**src/rtl/swc_pkg.sv**
```systemverilog
// Shared types, constants and the color weight table of the slanted window match cost unit.
// No dependencies; every other file imports this package.
package swc_pkg;

	// image store geometry and channel count
	localparam int MAX_WIDTH = 256;
	localparam int MAX_HEIGHT = 256;
	localparam int MAX_WINDOW = 15;
	localparam int CHANNELS = 3;
	localparam int ADDR_W = $clog2(MAX_WIDTH * MAX_HEIGHT);
	localparam int PIX_W = CHANNELS * 16;

	// weight table: exp(-k/16) in Q1.16
	localparam int WEIGHT_ENTRIES = 256;
	localparam logic [63:0] EXP_STEP_Q32 = 64'd4034748382;

	// divider quotient widths for the weight index and the final cost
	localparam int DIV_NUM_W = 60;
	localparam int DIV_DEN_W = 35;
	localparam int QUO_W = 26;
	localparam logic [4:0] WIDX_BITS = 5'd8;
	localparam logic [4:0] COST_BITS = 5'd26;

	// configuration port
	localparam int CFG_IDX_W = 3;
	localparam int CFG_DATA_W = 16;

	typedef enum logic [CFG_IDX_W-1:0] {
		CFG_IMAGE_WIDTH  = 3'd0,
		CFG_IMAGE_HEIGHT = 3'd1,
		CFG_WINDOW_SIZE  = 3'd2,
		CFG_COLOR_SIGMA  = 3'd3,
		CFG_MAX_DIST     = 3'd4
	} cfg_idx_t;

	typedef enum logic [1:0] {
		REQ_LOAD_FIRST  = 2'd0,
		REQ_LOAD_SECOND = 2'd1,
		REQ_QUERY       = 2'd2
	} req_code_t;

	typedef struct packed {
		logic [1:0] req_type;
		logic [7:0] pixel_x;
		logic [7:0] pixel_y;
		logic signed [15:0] chan_l;
		logic signed [15:0] chan_a;
		logic signed [15:0] chan_b;
		logic signed [31:0] plane_offset;
		logic signed [31:0] plane_slope_x;
		logic signed [31:0] plane_slope_y;
	} req_t;

	typedef struct packed {
		logic [31:0] match_cost;
		logic no_support;
	} rsp_t;

	// controller to datapath
	typedef struct packed {
		logic accept;
		logic centre_rd;
		logic centre_cap;
		logic pix_rd;
		logic pix_eval;
		logic v0_rd;
		logic v1_rd;
		logic wdiv_start;
		logic w_cap;
		logic ch_mul;
		logic ch_mag;
		logic ch_wmul;
		logic ch_acc;
		logic win_step;
		logic fdiv_start;
		logic out_load;
	} cmd_t;

	// datapath to controller
	typedef struct packed {
		logic in_bounds;
		logic dst_ok;
		logic w_live;
		logic div_busy;
		logic last_chan;
		logic last_pix;
		logic tw_zero;
	} status_t;

	typedef enum logic [3:0] {
		S_IDLE,
		S_CEN_RD,
		S_CEN_CAP,
		S_PIX_RD,
		S_PIX_EVAL,
		S_PIX_CHK,
		S_RD_V1,
		S_WDIV,
		S_CH_MUL,
		S_CH_MAG,
		S_CH_WMUL,
		S_CH_ACC,
		S_STEP,
		S_FIN,
		S_FDIV,
		S_DONE
	} state_t;

	typedef logic [16:0] weight_t;
	typedef weight_t weight_tab_t [WEIGHT_ENTRIES];

	// exp table built at elaboration by repeated Q32 multiplication
	function automatic weight_tab_t build_weights();
		weight_tab_t tab;
		logic [63:0] e;
		logic [63:0] r;
		e = 64'd1 << 32;
		for (int k = 0; k < WEIGHT_ENTRIES; k++) begin
			r = (e + 64'd32768) >> 16;
			tab[k] = r[16:0];
			e = (e * EXP_STEP_Q32 + (64'd1 << 31)) >> 32;
		end
		return tab;
	endfunction

	localparam weight_tab_t WEIGHT_LUT = build_weights();

endpackage

```
**src/rtl/swc_ctrl.sv**
```systemverilog
// Controller of the match cost unit: walks the window and sequences the datapath.
// Depends on swc_pkg for the state, command and status types.
module swc_ctrl import swc_pkg::*; (
	input  logic       clk,
	input  logic       arst_n,
	input  logic       req_valid,
	input  logic [1:0] req_type,
	output logic       req_ready,
	output logic       rsp_valid,
	input  logic       rsp_ready,
	input  status_t    st,
	output cmd_t       cmd
);

	state_t state_q, state_d;
	logic   out_vq;

	// state and result valid registers
	always_ff @(posedge clk or negedge arst_n) begin
		if (!arst_n) begin
			state_q <= S_IDLE;
			out_vq <= 1'b0;
		end else begin
			state_q <= state_d;
			out_vq <= (out_vq && !rsp_ready) || cmd.out_load;
		end
	end

	assign rsp_valid = out_vq;

	// next state and commands
	always_comb begin
		state_d = state_q;
		cmd = '0;
		req_ready = 1'b0;
		unique case (state_q)
			S_IDLE: begin
				req_ready = 1'b1;
				if (req_valid) begin
					cmd.accept = 1'b1;
					if (req_type == REQ_QUERY) state_d = S_CEN_RD;
				end
			end
			S_CEN_RD: begin
				cmd.centre_rd = 1'b1;
				state_d = S_CEN_CAP;
			end
			S_CEN_CAP: begin
				cmd.centre_cap = 1'b1;
				state_d = S_PIX_RD;
			end
			S_PIX_RD: begin
				if (st.in_bounds) begin
					cmd.pix_rd = 1'b1;
					state_d = S_PIX_EVAL;
				end else begin
					state_d = S_STEP;
				end
			end
			S_PIX_EVAL: begin
				cmd.pix_eval = 1'b1;
				state_d = S_PIX_CHK;
			end
			S_PIX_CHK: begin
				if (st.dst_ok && st.w_live) begin
					cmd.v0_rd = 1'b1;
					cmd.wdiv_start = 1'b1;
					state_d = S_RD_V1;
				end else begin
					state_d = S_STEP;
				end
			end
			S_RD_V1: begin
				cmd.v1_rd = 1'b1;
				state_d = S_WDIV;
			end
			S_WDIV: begin
				if (!st.div_busy) begin
					cmd.w_cap = 1'b1;
					state_d = S_CH_MUL;
				end
			end
			S_CH_MUL: begin
				cmd.ch_mul = 1'b1;
				state_d = S_CH_MAG;
			end
			S_CH_MAG: begin
				cmd.ch_mag = 1'b1;
				state_d = S_CH_WMUL;
			end
			S_CH_WMUL: begin
				cmd.ch_wmul = 1'b1;
				state_d = S_CH_ACC;
			end
			S_CH_ACC: begin
				cmd.ch_acc = 1'b1;
				state_d = st.last_chan ? S_STEP : S_CH_MUL;
			end
			S_STEP: begin
				if (st.last_pix) begin
					state_d = S_FIN;
				end else begin
					cmd.win_step = 1'b1;
					state_d = S_PIX_RD;
				end
			end
			S_FIN: begin
				if (st.tw_zero) begin
					state_d = S_DONE;
				end else begin
					cmd.fdiv_start = 1'b1;
					state_d = S_FDIV;
				end
			end
			S_FDIV: begin
				if (!st.div_busy) state_d = S_DONE;
			end
			S_DONE: begin
				if (!out_vq || rsp_ready) begin
					cmd.out_load = 1'b1;
					state_d = S_IDLE;
				end
			end
			default: state_d = S_IDLE;
		endcase
	end

endmodule

```
**config.mk**
```make
export PLATFORM = sky130hd
export DESIGN_NAME = swc_ctrl
export DESIGN_NICKNAME = d
export VERILOG_FILES = /design/src/rtl/swc_pkg.sv /design/src/rtl/swc_ctrl.sv
export SDC_FILE = /design/constraint.sdc
export NUM_CORES = 1
export LEC_CHECK = 0
export BUFFER_PORTS_ARGS = -buffer_cell sky130_fd_sc_hd__buf_2
export CAP_MARGIN = 10
export CELL_PAD_IN_SITES_DETAIL_PLACEMENT = 1
export CELL_PAD_IN_SITES_GLOBAL_PLACEMENT = 2
export CORE_MARGIN = 2
export CORE_UTILIZATION = 21
export DETAILED_ROUTE_END_ITERATION = 16
export PLACE_DENSITY_LB_ADDON = 0.25
export SLEW_MARGIN = 30
export SYNTH_ARGS = -nofsm -noshare
export SYNTH_HDL_FRONTEND = slang
export SYNTH_SLANG_ARGS = --single-unit
```
**constraint.sdc**
```tcl
create_clock -name clk -period 1.7 [get_ports clk]
set_input_delay 0.34 -clock clk [delete_from_list [all_inputs] [get_ports clk]]
set_output_delay 0.34 -clock clk [all_outputs]
set_load 0.02 [all_outputs]
```
==> results of run 1 <==
==> logic make-up after synthesis <==
logic type	synth area share (%)
buffers and inverters	9.60
flip-flops	23.4
AO/OA/AOI/OAI	18.3
multiplexers	4.68
AND/OR/NAND/NOR	44.0
==> critical path: stages, from the launching register on <==
cell and delay, ns:
dfrtp_2 0.44, buf_6 0.14, nor4_4 0.30, and2_4 0.19, buf_6 0.11
==> stage by stage <==
stage	power, mW	instances	worst slack [ns]	utilization [%]
3_5_place_dp	1.33	128	0.0440	30.4
6_report	1.90	147	-0.0628	39.9
4_1_cts	1.72	143	-0.0496	36.1
5_1_grt	2.05	147	-0.122	39.9
3_3_place_gp	1.32	128	0.0631	30.4
2_1_floorplan	1.03	67	0.00347	-
==> worst paths after layout <==
kind	endpoint	slack [ns]	cells past startpoint
max in group asynchronous	state_q[2]	1.11	2
worst min register to register	state_q[1]	0.59	1
worst max register to register	state_q[3]	0.11	5
worst max-delay path	cmd[15]	-0.06	4
min in group clk	rsp_valid	0.45	3
worst min-delay path	state_q[3]	0.44	2
==> cell usage in the layout, fill, tap and decap left out, types with 2 or more instances in the layout <==
cell type / Yosys / routed
buf_2: 2 / 23
buf_4: 1 / 23
nor2_1: 8 / 8
nand2_1: 6 / 5
nor3_1: 9 / 5
nor3_2: 0 / 4
buf_6: 2 / 4
a21oi_1: 3 / 3
clkbuf_4: 0 / 3
dfrtp_2: 0 / 3
nor4_4: 0 / 2
inv_1: 3 / 2
o21ai_0: 2 / 2
o31ai_1: 2 / 2
dfrtp_1: 5 / 2
==> report_power, final <==
group	leakage, nW	total (mW)	switching [mW]	internal, mW
combinational	0.416	1.46	0.769	0.696
sequential	0.0575	0.294	0.103	0.191
clock	0.0150	0.138	0.0493	0.0887
==> registers in the layout (all words and copies together) (netlist names) <==
register   flops
state_q        4
rsp_valid      1
==> layout make-up <==
| type | instances | area share [%] |
|---|---|---|
| multi-input cells | 54 | 43.7 |
| repair buffers | 51 | 35.0 |
| flip-flops and latches | 5 | 13.2 |
| well taps | 30 | 3.84 |
| clock buffers | 4 | 2.69 |
| inverters | 3 | 1.53 |
==> routing by layer <==
layer	vias to the layer above	track usage, %	part of all wire (%)
li1	338	-	-
met1	331	18.8	44
met2	20	24.9	53
met3	0	1.37	3.8
met4	0	6.67	0
met5	-	0	0
==> what timing repair did <==
item                                    in CTS  in global routing
buffers inserted                            10                  4
hold buffers                                 1                  0
resized for setup                            9                 16
endpoints found under the setup margin      16                 12
endpoints found under the hold margin        5                  0
pin swaps                                    2                  2
==> results by group, run 1 <==
Global routing
  – Vias in the first global route: 693
  – Grt total ovfl: 0
  – Largest net degree at the start of global routing: 10
  – Global-route wire length before repair: 3.15 mm
  – Initial antenna violation count: 0
  – Overall global routing resource usage: 14.7%

Timing
  – Hold Vio Cnt, Final: 0
  – Final worst path period need: 1.76 ns
  – Tightest Pin Transition: 0.264 ns
  – Tcrit/Tclk final: 104%
  – Unrepaired setup endpoints after global routing: true
  – Final worst setup slack: -0.0628 ns
  – Peak Freq: 0.567 GHz
  – TNS Setup: -0.0676 ns
  – Clock Skews: 0.00872 ns
  – WHS: 0.437 ns
  – Final setup violation count: 3
  – Max-slew violation count: 0
  – Max transition margin: 82.3%

Synthesis
  – Yosys top cell by area: dfrtp_1
  – Number of flops mapped to enable cells by yosys: 0
  – Syn Nets: 80
  – Cell with the most instances after synthesis: nor3_1
  – Post-synth top cells: nor3_1 (9), nor2_1 (8), nand2_1 (6)
  – Syn_area_per_cell: 7.97 um2
  – Top post-synthesis cells by area: dfrtp_1 (23%), nor3_1 (8.4%), nor2_1 (5.6%), buf_6 (4.2%), nand2_1 (4.2%)
  – Yosys warnings: 0
  – Async SR Flop Fraction: 100%
  – Register area share after synthesis: 23.4%
  – Post-synth top area share: 23.4%
  – Gate Count Post-Synth: 67
  – Yosys reg bits: 5
  – Synth cell types: 33
  – Top_reg_cell synth: dfrtp_1
  – Synthesized cell area: 534 um2

Place
  – # port buffers: 30
  – Placed cell areas: 747 um2
  – Dpl hpwl: 1.40 mm
  – Gp weighted congestion: 0.713

Final layout
  – Layout cells sized above 1: 63.2%
  – Register area: 129 um2
  – Final instance area: 978 um2
  – Fill cell count: 307
  – Final nets: 131
  – Antenna cells: 0
  – Area Overhead vs Synth: 83.1%
  – Multi-input logic area: 428 um2

Detailed routing
  – DR DRC count: 0
  – Initial drt markers: 9
  – Pre-antenna DRT Iters: 4
  – Routed wire length: 2.08 mm
  – Via Count: 689
  – Via density: 4.69
  – Antenna-violating nets left: 0
  – Post-DR wirelength/cell: 14.1 um

Pwr
  – Pwr Density: 1940 nW/um2
  – Leak: 0.488 nW
  – VDD IR max: 0.770 mV

Setup path
  – Kind of critical path: flop to primary output
  – Crit end category: primary output
  – Crit path launch: state_q[3]
  – CP arrival: 1.42 ns
  – Crit Reg-Reg Startpoint: state_q[3]
  – Max FO, Critical Path: 7
  – Critical Path RT: 1.36 ns
  – Startpoint types: flop

CTS
  – Clock transition at the registers of the reported paths: 0.05 ns
  – Sink Count: 5
  – Clk Latency, worst-skew pair: 0.24 ns
  – CTS tree: built
  – Bufs on Longest Clock Path: 2
  – Htree depth: 1
  – CTS Buf Count: 3
  – Clock root buffer master: clkbuf_4

Floorplanning
  – Die X: 54.4 um
  – Initial Util: 21.8%
  – IO Count: 31
  – Die H: 54.4 um
  – Core footprint: 2450 um2
  – Die ar.: 2960 um2
  – Row cnt: 18

Status
  – Outcome: finished with violations
  – Failing checks: negative setup slack

Flow run
  – Max cap viols: 0

Worst hold path
  – Hold Crit Class: input port to asynchronous set/reset pin
(Power assumes the default switching activity.)
==> run 2: changes to the inputs <==
Settings changed: REMOVE_ABC_BUFFERS set to 1.
==> run 2 against run 1 <==
Net effect:
- the flow now finishes without violations
- die area did not move
- sequential power rose by 15%
- clock skew fell by 0.0078 ns
- largest cell class unchanged
- setup slack improved by 0.065 ns
- hold slack got worse by 0.0013 ns
- critical path type unchanged
- final cell count did not move
- sequential share of layout area rose by 0.11 points
==> results by group, run 2 (synthesis results as in run 1) <==
Floorplanning
  – IO Count: 31
  – Die ar.: 2960 um2
  – Row cnt: 18
  – Initial Util: 21.8%
  – Die X: 54.4 um
  – Die H: 54.4 um
  – Core footprint: 2450 um2

Detailed routing
  – Via density: 4.67
  – Via Count: 686
  – Initial drt markers: 3
  – DR DRC count: 0
  – Antenna-violating nets left: 0
  – Post-DR wirelength/cell: 12.6 um
  – Pre-antenna DRT Iters: 4
  – Routed wire length: 1.85 mm

Timing
  – Clock Skews: 0.000869 ns
  – Unrepaired setup endpoints after global routing: true
  – Max transition margin: 82.9%
  – WHS: 0.436 ns
  – Max-slew violation count: 0
  – Peak Freq: 0.589 GHz
  – Tcrit/Tclk final: 99.9%
  – Final worst path period need: 1.70 ns
  – Hold Vio Cnt, Final: 0
  – Final setup violation count: 0
  – Tightest Pin Transition: 0.255 ns

Global routing
  – Grt total ovfl: 0
  – Vias in the first global route: 662
  – Largest net degree at the start of global routing: 9
  – Overall global routing resource usage: 13.4%
  – Global-route wire length before repair: 2.86 mm
  – Initial antenna violation count: 0

Final layout
  – Commonest non-fill, non-tap cell in the layout: buf_2
  – Fill cell count: 308
  – Most frequent cells in the layout: buf_2 (25), buf_4 (22), nor2_1 (8)
  – Final instance area: 980 um2
  – Antenna cells: 0
  – Non-Filler Instances: 147
  – Largest Register: state_q
  – Area Overhead vs Synth: 83.4%
  – Register area: 130 um2
  – Multi-input logic area: 440 um2
  – Final nets: 131
  – Max FFs per register: 4
  – Layout cells sized above 1: 66.7%

Setup path
  – Reg-to-Reg End: state_q[3]
  – Reg-to-reg slack, setup: 0.05 ns
  – Worst path cell trace: nand2b_2 > nor3_2 > buf_2
  – Kind of critical path: flop to primary output
  – Reg2reg path depth: 6
  – Critical Path RT: 1.36 ns
  – Crit Reg-Reg Startpoint: state_q[0]
  – Crit end category: primary output
  – Max FO, Critical Path: 8
  – CP max-delay cell: dfrtp_2
  – Startpoint types: flop
  – CP max stage delay: 0.47 ns
  – CP arrival: 1.36 ns

Worst hold path
  – Hold Crit Class: input port to asynchronous set/reset pin

Flow run
  – Max cap viols: 0

Place
  – # port buffers: 30
  – Placed cell areas: 727 um2
  – Dpl hpwl: 1.32 mm
  – # placed instances: 128
  – Gp weighted congestion: 0.737

Pwr
  – Total power: 1.86 mW
  – Leak: 0.492 nW
  – VDD IR max: 0.672 mV
  – Pwr Density: 1890 nW/um2

CTS
  – Bufs on Longest Clock Path: 2
  – Htree depth: 1
  – Clk Latency, worst-skew pair: 0.24 ns
  – CTS Buf Count: 3
  – Clock root buffer master: clkbuf_4
  – Clock transition at the registers of the reported paths: 0.04 ns
  – Sink Count: 5
  – CTS tree: built

Status
  – Outcome: completed
==> run 2: worst max-delay path: cells and delay by family (launching register included) <==
family	cells	cell delay, ns
and+or+nand+nor	2	0.46
buffers and inverters	1	0.19
DFF	1	0.47
==> run 2: per-layer routing <==
metal  track usage, %  up-vias  wire length, um
li1                 -      336                -
met3             4.10        0               94
met5                0        -                0
met1             16.9      323              864
met2             22.7       27              889
met4             2.50        0                0
==> run 2: cell type report <==
| type | count | area share, % |
|---|---|---|
| clock buffer | 4 | 2.68 |
| multi-input combinational | 54 | 45.0 |
| inverter | 3 | 1.15 |
| sequential | 5 | 13.3 |
| tap | 30 | 3.83 |
| timing repair buffer | 51 | 34.1 |
==> run 2: worst max-delay path by stage <==
stage | start | to | slack, ns
finish | state_q[3] | cmd[8] | 0.002
global route | state_q[0] | cmd[8] | -0.07
CTS | state_q[0] | cmd[0] | -0.005
detailed placement | state_q[2] | cmd[10] | 0.07
global placement | state_q[3] | cmd[8] | 0.10
floorplan | state_q[3] | cmd[10] | -0.32
==> run 2: what timing repair did <==
action,in CTS,in global routing
pin swaps,0,1
hold endpoints to repair,5,0
endpoints found under the setup margin,16,11
gates resized for setup,13,17
hold buffers,1,0
buffers inserted,11,3
cloned,0,0
==> run 2: stage by stage <==
step | worst slack (ns) | util [%] | TNS (ns)
4_1_cts | -0.00496 | 36.0 | -0.00506
3_3_place_gp | 0.105 | 29.6 | 0
5_1_grt | -0.0673 | 39.9 | -0.393
2_1_floorplan | -0.315 | - | -0.914
6_report | 0.00248 | 39.9 | 0
3_5_place_dp | 0.0737 | 29.6 | 0
==> run 2: report_power, final <==
part	switching (mW)	internal, mW	total (mW)
Clock	0.0462	0.0886	0.135
Combinational	0.703	0.679	1.38
Sequential	0.145	0.193	0.338
Total	0.895	0.961	1.86
